==> src/hdl/utf8_decoder_assert.svh <==
// assertion macros for the utf8 decoder
`ifndef UTF8_DECODER_ASSERT_SVH
`define UTF8_DECODER_ASSERT_SVH

// condition implies consequence in the same cycle
`define UTF8D_ASSERT_NOW(lbl, cond, cons, msg) \
  lbl: assert property (@(posedge clk) disable iff (!rst_n) (cond) |-> (cons)) \
    else $error(msg);

// condition implies consequence in the next cycle
`define UTF8D_ASSERT_NEXT(lbl, cond, cons, msg) \
  lbl: assert property (@(posedge clk) disable iff (!rst_n) (cond) |=> (cons)) \
    else $error(msg);

`endif

==> src/hdl/utf8d_pkg.sv <==
// shared types and constants for the utf8 decoder
package utf8d_pkg;

  localparam int unsigned QueueDepth = 2;

  localparam logic [20:0] MaxCode = 21'h10FFFF;

  localparam logic [1:0] STATUS_OK      = 2'd0;
  localparam logic [1:0] STATUS_INVALID = 2'd1;
  localparam logic [1:0] STATUS_PARTIAL = 2'd2;

  typedef enum logic [2:0] {
    CLS_PLAIN = 3'd0,
    CLS_E0    = 3'd1,
    CLS_ED    = 3'd2,
    CLS_F0    = 3'd3,
    CLS_F4    = 3'd4
  } cls_t;

  typedef enum logic [1:0] {
    MODE_LEAD,
    MODE_CONT,
    MODE_SKIP
  } mode_t;

  typedef struct packed {
    logic [7:0] byte_v;
    logic       last;
    logic       is_ascii;
    logic       lead_bad;
    logic [1:0] len;
    cls_t       cls;
    logic [6:0] lead_bits;
    logic       cont_plain;
    logic       chk_e0;
    logic       chk_ed;
    logic       chk_f0;
    logic       chk_f4;
  } item_t;

  typedef struct packed {
    logic full;
    logic empty;
  } q_status_t;

endpackage

==> src/hdl/utf8d_front.sv <==
// front end: accepts bytes and classifies them for the queue
module utf8d_front (
  input  logic                 in_valid,
  input  logic [7:0]           in_byte_in,
  input  logic                 in_last_byte,
  output logic                 in_stall,
  input  utf8d_pkg::q_status_t q_status,
  output logic                 push,
  output utf8d_pkg::item_t     push_item
);

  logic [7:0] c;

  assign c        = in_byte_in;
  assign in_stall = q_status.full;
  assign push     = in_valid && !q_status.full;

  always_comb begin
    push_item            = '0;
    push_item.byte_v     = c;
    push_item.last       = in_last_byte;
    push_item.is_ascii   = (c < 8'h80);
    push_item.lead_bad   = (c >= 8'h80) && ((c < 8'hC2) || (c >= 8'hF5));
    push_item.cont_plain = (c[7:6] == 2'b10);
    push_item.chk_e0     = (c[7:5] == 3'b101);
    push_item.chk_ed     = (c[7:5] == 3'b100);
    push_item.chk_f0     = (c >= 8'h90) && (c <= 8'hBF);
    push_item.chk_f4     = (c[7:4] == 4'b1000);
    push_item.cls        = utf8d_pkg::CLS_PLAIN;
    if (c < 8'hE0) begin
      push_item.len       = 2'd1;
      push_item.lead_bits = {2'b00, c[4:0]};
    end else if (c < 8'hF0) begin
      push_item.len       = 2'd2;
      push_item.lead_bits = {3'b000, c[3:0]};
      if (c == 8'hE0) push_item.cls = utf8d_pkg::CLS_E0;
      else if (c == 8'hED) push_item.cls = utf8d_pkg::CLS_ED;
    end else begin
      push_item.len       = 2'd3;
      push_item.lead_bits = {4'b0000, c[2:0]};
      if (c == 8'hF0) push_item.cls = utf8d_pkg::CLS_F0;
      else if (c == 8'hF4) push_item.cls = utf8d_pkg::CLS_F4;
    end
  end

endmodule

==> src/hdl/utf8d_queue.sv <==
// small queue of classified items between front and back
module utf8d_queue #(
  parameter int unsigned DEPTH = utf8d_pkg::QueueDepth
) (
  input  logic                 clk,
  input  logic                 rst_n,
  input  logic                 push,
  input  utf8d_pkg::item_t     push_item,
  input  logic                 pop,
  output utf8d_pkg::item_t     head_item,
  output utf8d_pkg::q_status_t q_status
);

  localparam int unsigned PW = (DEPTH > 1) ? $clog2(DEPTH) : 1;
  localparam int unsigned CW = $clog2(DEPTH + 1);

  utf8d_pkg::item_t mem_r [DEPTH];
  logic [PW-1:0]    wr_ptr_r, wr_ptr_nxt;
  logic [PW-1:0]    rd_ptr_r, rd_ptr_nxt;
  logic [CW-1:0]    count_r, count_nxt;
  logic             do_push, do_pop;

  assign q_status.full  = (count_r == CW'(DEPTH));
  assign q_status.empty = (count_r == '0);
  assign do_push        = push && !q_status.full;
  assign do_pop         = pop && !q_status.empty;
  assign head_item      = mem_r[rd_ptr_r];

  always_comb begin
    wr_ptr_nxt = wr_ptr_r;
    rd_ptr_nxt = rd_ptr_r;
    count_nxt  = count_r;
    if (do_push) wr_ptr_nxt = (wr_ptr_r == PW'(DEPTH - 1)) ? '0 : wr_ptr_r + PW'(1);
    if (do_pop) rd_ptr_nxt = (rd_ptr_r == PW'(DEPTH - 1)) ? '0 : rd_ptr_r + PW'(1);
    if (do_push && !do_pop) count_nxt = count_r + CW'(1);
    else if (do_pop && !do_push) count_nxt = count_r - CW'(1);
  end

  always_ff @(posedge clk) begin
    if (!rst_n) begin
      wr_ptr_r <= '0;
      rd_ptr_r <= '0;
      count_r  <= '0;
    end else begin
      wr_ptr_r <= wr_ptr_nxt;
      rd_ptr_r <= rd_ptr_nxt;
      count_r  <= count_nxt;
    end
  end

  always_ff @(posedge clk) begin
    if (do_push) mem_r[wr_ptr_r] <= push_item;
  end

endmodule

==> src/hdl/utf8d_back.sv <==
// back end: sequence state, code point assembly and result register
module utf8d_back (
  input  logic                 clk,
  input  logic                 rst_n,
  input  utf8d_pkg::item_t     head_item,
  input  utf8d_pkg::q_status_t q_status,
  output logic                 pop,
  output logic                 out_valid,
  input  logic                 out_stall,
  output logic [20:0]          out_code_point,
  output logic [1:0]           out_status,
  output logic                 out_end_of_string
);

  utf8d_pkg::mode_t mode_r, mode_nxt;
  logic [1:0]       rem_r, rem_nxt;
  utf8d_pkg::cls_t  cls_r, cls_nxt;
  logic [1:0]       pos_r, pos_nxt;
  logic [20:0]      acc_r, acc_nxt;
  logic             perr_r, perr_nxt;

  logic             out_valid_r;
  logic [20:0]      cp_r;
  logic [1:0]       status_r;
  logic             eos_r;

  logic             emit;
  logic [20:0]      emit_cp;
  logic [1:0]       emit_status;
  logic             emit_eos;

  logic             cont_ok;
  logic [20:0]      acc_shift;
  logic [1:0]       rem_dec;
  logic             seq_bad;

  assign pop       = !q_status.empty && (!out_valid_r || !out_stall);
  assign acc_shift = {acc_r[14:0], head_item.byte_v[5:0]};
  assign rem_dec   = rem_r - 2'd1;
  assign seq_bad   = perr_r || !cont_ok || (acc_shift > utf8d_pkg::MaxCode);

  always_comb begin
    cont_ok = head_item.cont_plain;
    if (pos_r == 2'd1) begin
      unique case (cls_r)
        utf8d_pkg::CLS_E0: cont_ok = head_item.chk_e0;
        utf8d_pkg::CLS_ED: cont_ok = head_item.chk_ed;
        utf8d_pkg::CLS_F0: cont_ok = head_item.chk_f0;
        utf8d_pkg::CLS_F4: cont_ok = head_item.chk_f4;
        default:           cont_ok = head_item.cont_plain;
      endcase
    end
  end

  // next state
  always_comb begin
    mode_nxt = mode_r;
    if (pop) begin
      unique case (mode_r)
        utf8d_pkg::MODE_SKIP: begin
          if (head_item.last) mode_nxt = utf8d_pkg::MODE_LEAD;
        end
        utf8d_pkg::MODE_LEAD: begin
          if (head_item.is_ascii) mode_nxt = utf8d_pkg::MODE_LEAD;
          else if (head_item.lead_bad)
            mode_nxt = head_item.last ? utf8d_pkg::MODE_LEAD : utf8d_pkg::MODE_SKIP;
          else if (!head_item.last) mode_nxt = utf8d_pkg::MODE_CONT;
        end
        utf8d_pkg::MODE_CONT: begin
          if (rem_dec == 2'd0) begin
            if (seq_bad && !head_item.last) mode_nxt = utf8d_pkg::MODE_SKIP;
            else mode_nxt = utf8d_pkg::MODE_LEAD;
          end else if (head_item.last) begin
            mode_nxt = utf8d_pkg::MODE_LEAD;
          end
        end
        default: mode_nxt = utf8d_pkg::MODE_LEAD;
      endcase
    end
  end

  // sequence datapath and result
  always_comb begin
    rem_nxt     = rem_r;
    cls_nxt     = cls_r;
    pos_nxt     = pos_r;
    acc_nxt     = acc_r;
    perr_nxt    = perr_r;
    emit        = 1'b0;
    emit_cp     = '0;
    emit_status = utf8d_pkg::STATUS_OK;
    emit_eos    = 1'b1;
    if (pop) begin
      unique case (mode_r)
        utf8d_pkg::MODE_SKIP: begin
        end
        utf8d_pkg::MODE_LEAD: begin
          if (head_item.is_ascii) begin
            emit     = 1'b1;
            emit_cp  = {13'd0, head_item.byte_v};
            emit_eos = head_item.last;
          end else if (head_item.lead_bad) begin
            emit        = 1'b1;
            emit_status = utf8d_pkg::STATUS_INVALID;
          end else if (head_item.last) begin
            emit        = 1'b1;
            emit_status = utf8d_pkg::STATUS_PARTIAL;
          end else begin
            rem_nxt  = head_item.len;
            cls_nxt  = head_item.cls;
            pos_nxt  = 2'd1;
            acc_nxt  = {14'd0, head_item.lead_bits};
            perr_nxt = 1'b0;
          end
        end
        utf8d_pkg::MODE_CONT: begin
          rem_nxt  = rem_dec;
          pos_nxt  = pos_r + 2'd1;
          acc_nxt  = acc_shift;
          perr_nxt = perr_r || !cont_ok;
          if (rem_dec == 2'd0) begin
            emit = 1'b1;
            if (seq_bad) begin
              emit_status = utf8d_pkg::STATUS_INVALID;
            end else begin
              emit_cp  = acc_shift;
              emit_eos = head_item.last;
            end
          end else if (head_item.last) begin
            emit        = 1'b1;
            emit_status = utf8d_pkg::STATUS_PARTIAL;
          end
        end
        default: begin
        end
      endcase
    end
  end

  always_ff @(posedge clk) begin
    if (!rst_n) begin
      mode_r      <= utf8d_pkg::MODE_LEAD;
      rem_r       <= '0;
      cls_r       <= utf8d_pkg::CLS_PLAIN;
      pos_r       <= '0;
      acc_r       <= '0;
      perr_r      <= 1'b0;
      out_valid_r <= 1'b0;
    end else begin
      mode_r <= mode_nxt;
      rem_r  <= rem_nxt;
      cls_r  <= cls_nxt;
      pos_r  <= pos_nxt;
      acc_r  <= acc_nxt;
      perr_r <= perr_nxt;
      if (emit) out_valid_r <= 1'b1;
      else if (!out_stall) out_valid_r <= 1'b0;
    end
  end

  always_ff @(posedge clk) begin
    if (emit) begin
      cp_r     <= emit_cp;
      status_r <= emit_status;
      eos_r    <= emit_eos;
    end
  end

  assign out_valid         = out_valid_r;
  assign out_code_point    = cp_r;
  assign out_status        = status_r;
  assign out_end_of_string = eos_r;

endmodule

==> src/hdl/utf8_decoder.sv <==
// top level of the utf8 to utf32 decoder
// Takes one UTF-8 byte per cycle and gives a 21-bit code point for each
// finished sequence, or an error/partial status with end_of_string set.
// A byte is classified on entry and written into a small queue (QUEUE_DEPTH
// items). While its result is not stalled, the back end takes one item per
// cycle from the queue head and registers its result at that same edge. A
// byte thus passes the queue and then the result register before its result
// can be taken. Sustained rate is one byte per cycle while the output is not
// stalled, as the back end updates its sequence state for each byte. A
// stalled result holds the back end, and the input stalls once the queue is
// full. The input is free again the cycle after the back end next takes an
// item. After an error the bytes up to the end mark give no result.
`include "utf8_decoder_assert.svh"

module utf8_decoder #(
  parameter int unsigned QUEUE_DEPTH = utf8d_pkg::QueueDepth
) (
  input  logic        clk,
  input  logic        rst_n,
  input  logic        in_valid,
  output logic        in_stall,
  input  logic [7:0]  in_byte_in,
  input  logic        in_last_byte,
  output logic        out_valid,
  input  logic        out_stall,
  output logic [20:0] out_code_point,
  output logic [1:0]  out_status,
  output logic        out_end_of_string
);

  utf8d_pkg::q_status_t q_status;
  utf8d_pkg::item_t     push_item;
  utf8d_pkg::item_t     head_item;
  logic                 push;
  logic                 pop;

  utf8d_front u_front (
    .in_valid     (in_valid),
    .in_byte_in   (in_byte_in),
    .in_last_byte (in_last_byte),
    .in_stall     (in_stall),
    .q_status     (q_status),
    .push         (push),
    .push_item    (push_item)
  );

  utf8d_queue #(
    .DEPTH (QUEUE_DEPTH)
  ) u_queue (
    .clk       (clk),
    .rst_n     (rst_n),
    .push      (push),
    .push_item (push_item),
    .pop       (pop),
    .head_item (head_item),
    .q_status  (q_status)
  );

  utf8d_back u_back (
    .clk               (clk),
    .rst_n             (rst_n),
    .head_item         (head_item),
    .q_status          (q_status),
    .pop               (pop),
    .out_valid         (out_valid),
    .out_stall         (out_stall),
    .out_code_point    (out_code_point),
    .out_status        (out_status),
    .out_end_of_string (out_end_of_string)
  );

  `UTF8D_ASSERT_NOW(a_err_zero_cp, out_valid && (out_status != utf8d_pkg::STATUS_OK), out_code_point == 21'd0, "error result with nonzero code point")
  `UTF8D_ASSERT_NOW(a_err_eos, out_valid && (out_status != utf8d_pkg::STATUS_OK), out_end_of_string, "error result without end mark")
  `UTF8D_ASSERT_NOW(a_queue_sane, 1'b1, !(q_status.full && q_status.empty), "queue full and empty at once")
  `UTF8D_ASSERT_NEXT(a_pop_gives_item, push && q_status.empty, !q_status.empty, "pushed item lost from empty queue")

endmodule
==> config.mk <==
export PLATFORM = sky130hd
export DESIGN_NAME = utf8_decoder
export DESIGN_NICKNAME = d
export VERILOG_FILES = /design/src/hdl/utf8d_pkg.sv /design/src/hdl/utf8d_front.sv /design/src/hdl/utf8d_queue.sv /design/src/hdl/utf8d_back.sv /design/src/hdl/utf8_decoder.sv
export VERILOG_INCLUDE_DIRS = /design/src /design/src/hdl
export SDC_FILE = /design/constraint.sdc
export NUM_CORES = 1
export LEC_CHECK = 0
export BUFFER_PORTS_ARGS = -buffer_cell sky130_fd_sc_hd__clkbuf_2
export CAP_MARGIN = 20
export CORE_MARGIN = 4
export CORE_UTILIZATION = 45
export CTS_CLUSTER_DIAMETER = 200
export DETAILED_ROUTE_END_ITERATION = 16
export GPL_TIMING_DRIVEN = 0
export PLACE_DENSITY_LB_ADDON = 0.08
export REMOVE_ABC_BUFFERS = 1
export SKIP_LAST_GASP = 1
export SYNTH_ARGS = -nofsm -noshare
export SYNTH_HDL_FRONTEND = slang
export SYNTH_SLANG_ARGS = --single-unit
==> constraint.sdc <==
create_clock -name clk -period 2.7 [get_ports clk]
set_clock_uncertainty 0.05 [all_clocks]
set_input_delay 0.135 -clock clk [delete_from_list [all_inputs] [get_ports clk]]
set_output_delay 0.135 -clock clk [all_outputs]
set_load 0.005 [all_outputs]
==> results.json <==
{
  "crit_buf_inv": 1,
  "via_per_inst": 5.30,
  "maxSlewViolCount": 0,
  "worstPathArrival_ps": 2510,
  "syn_inst": 326,
  "synthArstFlopShare_pct": 0,
  "crit_required_ps": 2740,
  "crit_fanout": 18,
  "final_nets": 387,
  "worst_pin_slew_ps": 705,
  "synth_top_area_share_pct": 50.1,
  "finalInstanceArea_mm2": 0.00478,
  "place.port_buffers": 38,
  "clkTransAtPathRegs_ps": 90,
  "netlist_area_mm2": 0.00420,
  "grt_max_degree": 34,
  "report.final.hold_viol_count": 0,
  "io_pins": 39,
  "syn_to_final_growth_pct": 13.9,
  "drc_errors": 0,
  "hpwl_um": 5310,
  "postPlaceCellArea_mm2": 0.00455,
  "min_period_over_period_pct": 91.5,
  "start_util_pct": 47.2,
  "yosysWarnings": 0,
  "final_antenna_net_count": 0,
  "die_w_um": 105,
  "yosysUniqueCellTypes": 49,
  "max_freq_ghz": 0.405,
  "clock-root-buffer": "clkbuf_8",
  "max_stage_delay_ps": 590,
  "rsz0062_at_grt": "no",
  "synth_area_per_cell_um2": 12.9,
  "mostFrequentLayoutCells": "edfxtp_1, clkbuf_2, nand2_1, dfxtp_1, and2_1",
  "dr.pass1.iters": 4,
  "yosysTopAreaCell": "edfxtp_1",
  "leakage_nw": 1.77,
  "cts.sinks": 101,
  "synth.ff_latch_count": 101,
  "path_cells": "buf_16 -> mux2i_1 -> nor4b_1 -> nor4b_2 -> o31a_1 -> nor3_1",
  "clk_latency_ps": 350,
  "diodes": 0,
  "cts_tree": "built",
  "wl_per_cell_um": 15.8,
  "antenna_found_initial": 0,
  "p_per_area_mw_per_mm2": 892,
  "place.gp.congestion": 0.806,
  "final_common_cell": "edfxtp_1",
  "cp-end-kind": "flip-flop",
  "track_usage_pct": 14.7,
  "crit_slowest_cell": "nor4b_2",
  "ys.flop_type": "edfxtp_1",
  "routed_wl_um": 7660,
  "h-tree-depth": 3,
  "drt-initial-drc-count": 112,
  "clockBufferDepth": 2,
  "cts-buffers-inserted": 9,
  "start_kind": "flip-flop",
  "drive_gt1_share_pct": 20.7,
  "peakVddDrop_v": 0.000347,
  "fp-row-count": 34,
  "path_class": "reg -> reg",
  "outcome": "finished, final reports clean",
  "die_y_um": 105,
  "max_slew_margin_pct": 52.7,
  "maxCapViolCount": 0,
  "holdCritPathClass": "in -> reg",
  "dieArea_mm2": 0.0109,
  "ys_seq_area_share_pct": 64.9,
  "pre_cts_slack_ps": -191,
  "synth_edf_count": 70,
  "num_vias": 2565,
  "gr-total-overflow": 0,
  "worst_slack_ps": 230,
  "crit_family": "simple AND/OR/NAND/NOR gates",
  "grt_pass1_wl_um": 12600,
  "synth.area.top_cells": "edfxtp_1, dfxtp_1, mux2i_1",
  "setup_viol": 0,
  "grt_pass1_vias": 2445,
  "min_period_ps": 2470,
  "coreArea_mm2": 0.00889
}
-- cell usage after synthesis (2+ instances only) --
library cell,count
edfxtp_1,70
nand2_1,33
dfxtp_1,31
and2_1,20
a21boi_0,16
mux2i_1,15
nor2_1,15
nand3_1,12
nor3_1,10
clkbuf_1,9
mux2_2,9
inv_1,8
o21a_1,6
o21ai_0,6
nor2b_1,5
o211a_1,5
or3_1,5
buf_2,4
nand2b_1,4
ha_1,3
o211ai_1,3
a22o_1,2
a31oi_1,2
and3_1,2
mux4_2,2
nand3b_1,2
nor4b_1,2
or2_2,2
or4_1,2
xnor2_1,2
-- flip-flops by register name, indices dropped and copies added, names as in the netlist, named ones only --
register	flops
u_back.rem_r	2
u_back.out_status	2
u_queue.rd_ptr_r	1
u_back.acc_r	15
u_back.mode_r	2
u_back.out_end_of_string	1
u_queue.wr_ptr_r	1
u_queue.mem_r	46
u_back.cls_r	3
u_back.perr_r	1
u_back.out_code_point	21
u_back.out_valid	1
u_queue.count_r	2
u_back.pos_r	2
-- repair_timing --
action                     4_1_cts  5_1_grt
gates resized for setup          2        3
setup buffers                    0        0
pin swaps                        0        0
hold buffers                     5        0
setup endpoints to repair       27       63
hold endpoints to repair        10        0
-- report_power, final --
group,switching [mW],total (mW),internal (mW)
clock network,0.474,0.799,0.325
registers,0.153,2.20,2.05
logic,0.719,1.26,0.543
total,1.35,4.26,2.92
-- cells by family after synthesis --
family / synth area share (%)
simple gates: 15.1
mux: 7.07
flops: 64.9
compound gates: 9.39
xor+xnor: 0.626
fa+ha+maj: 0.895
buf+inv: 2.00
-- path summary, 6_finish.rpt --
path	startpoint	end	slack, ps	cells after the start
worst max-delay path	flip-flop	u_back.out_code_point[1]$_SDFFCE_PN0P_	230	6
worst min-delay path	in_byte_in[3]	u_queue.mem_r[0][23]$_DFFE_PP_	40	1
worst max register to register	flip-flop	u_back.out_code_point[1]$_SDFFCE_PN0P_	230	6
worst min register to register	u_back.acc_r[9]$_SDFFE_PN0P_	u_back.acc_r[9]$_SDFFE_PN0P_	410	2
-- area by class of cell --
class	count	area (µm²)
Clock buffer	10	128
Clock inverter	6	30.0
Fill cell	762	4110
Inverter	8	30.0
Multi-Input combinational cell	204	1400
Sequential cell	101	2720
Tap cell	108	135
Timing Repair Buffer	47	330
-- through the flow --
stage | power, mW | hold slack [ps] | setup TNS (ps) | util [%] | instances
after global placement | 3.41 | 287 | -33860 | 50.3 | 459
after detailed placement | 3.50 | 295 | -4600 | 51.2 | 462
after global routing | 4.54 | 32.0 | 0 | 53.8 | 484
after CTS | 4.31 | 14.4 | -34.6 | 53.6 | 483
after floorplan | 2.99 | 184 | -542 | - | 313
final | 4.26 | 42.0 | 0 | 53.8 | 484
-- layer usage --
layer | GRT usage [%] | share of wire (%) | vias to the layer above
met5 | 0 | 0 | -
met4 | 5.72 | 1.8 | 0
met3 | 2.65 | 3.2 | 13
met2 | 23.2 | 46 | 47
met1 | 20.4 | 49 | 1211
li1 | - | - | 1294
Power figures use the tool's default switching activity.
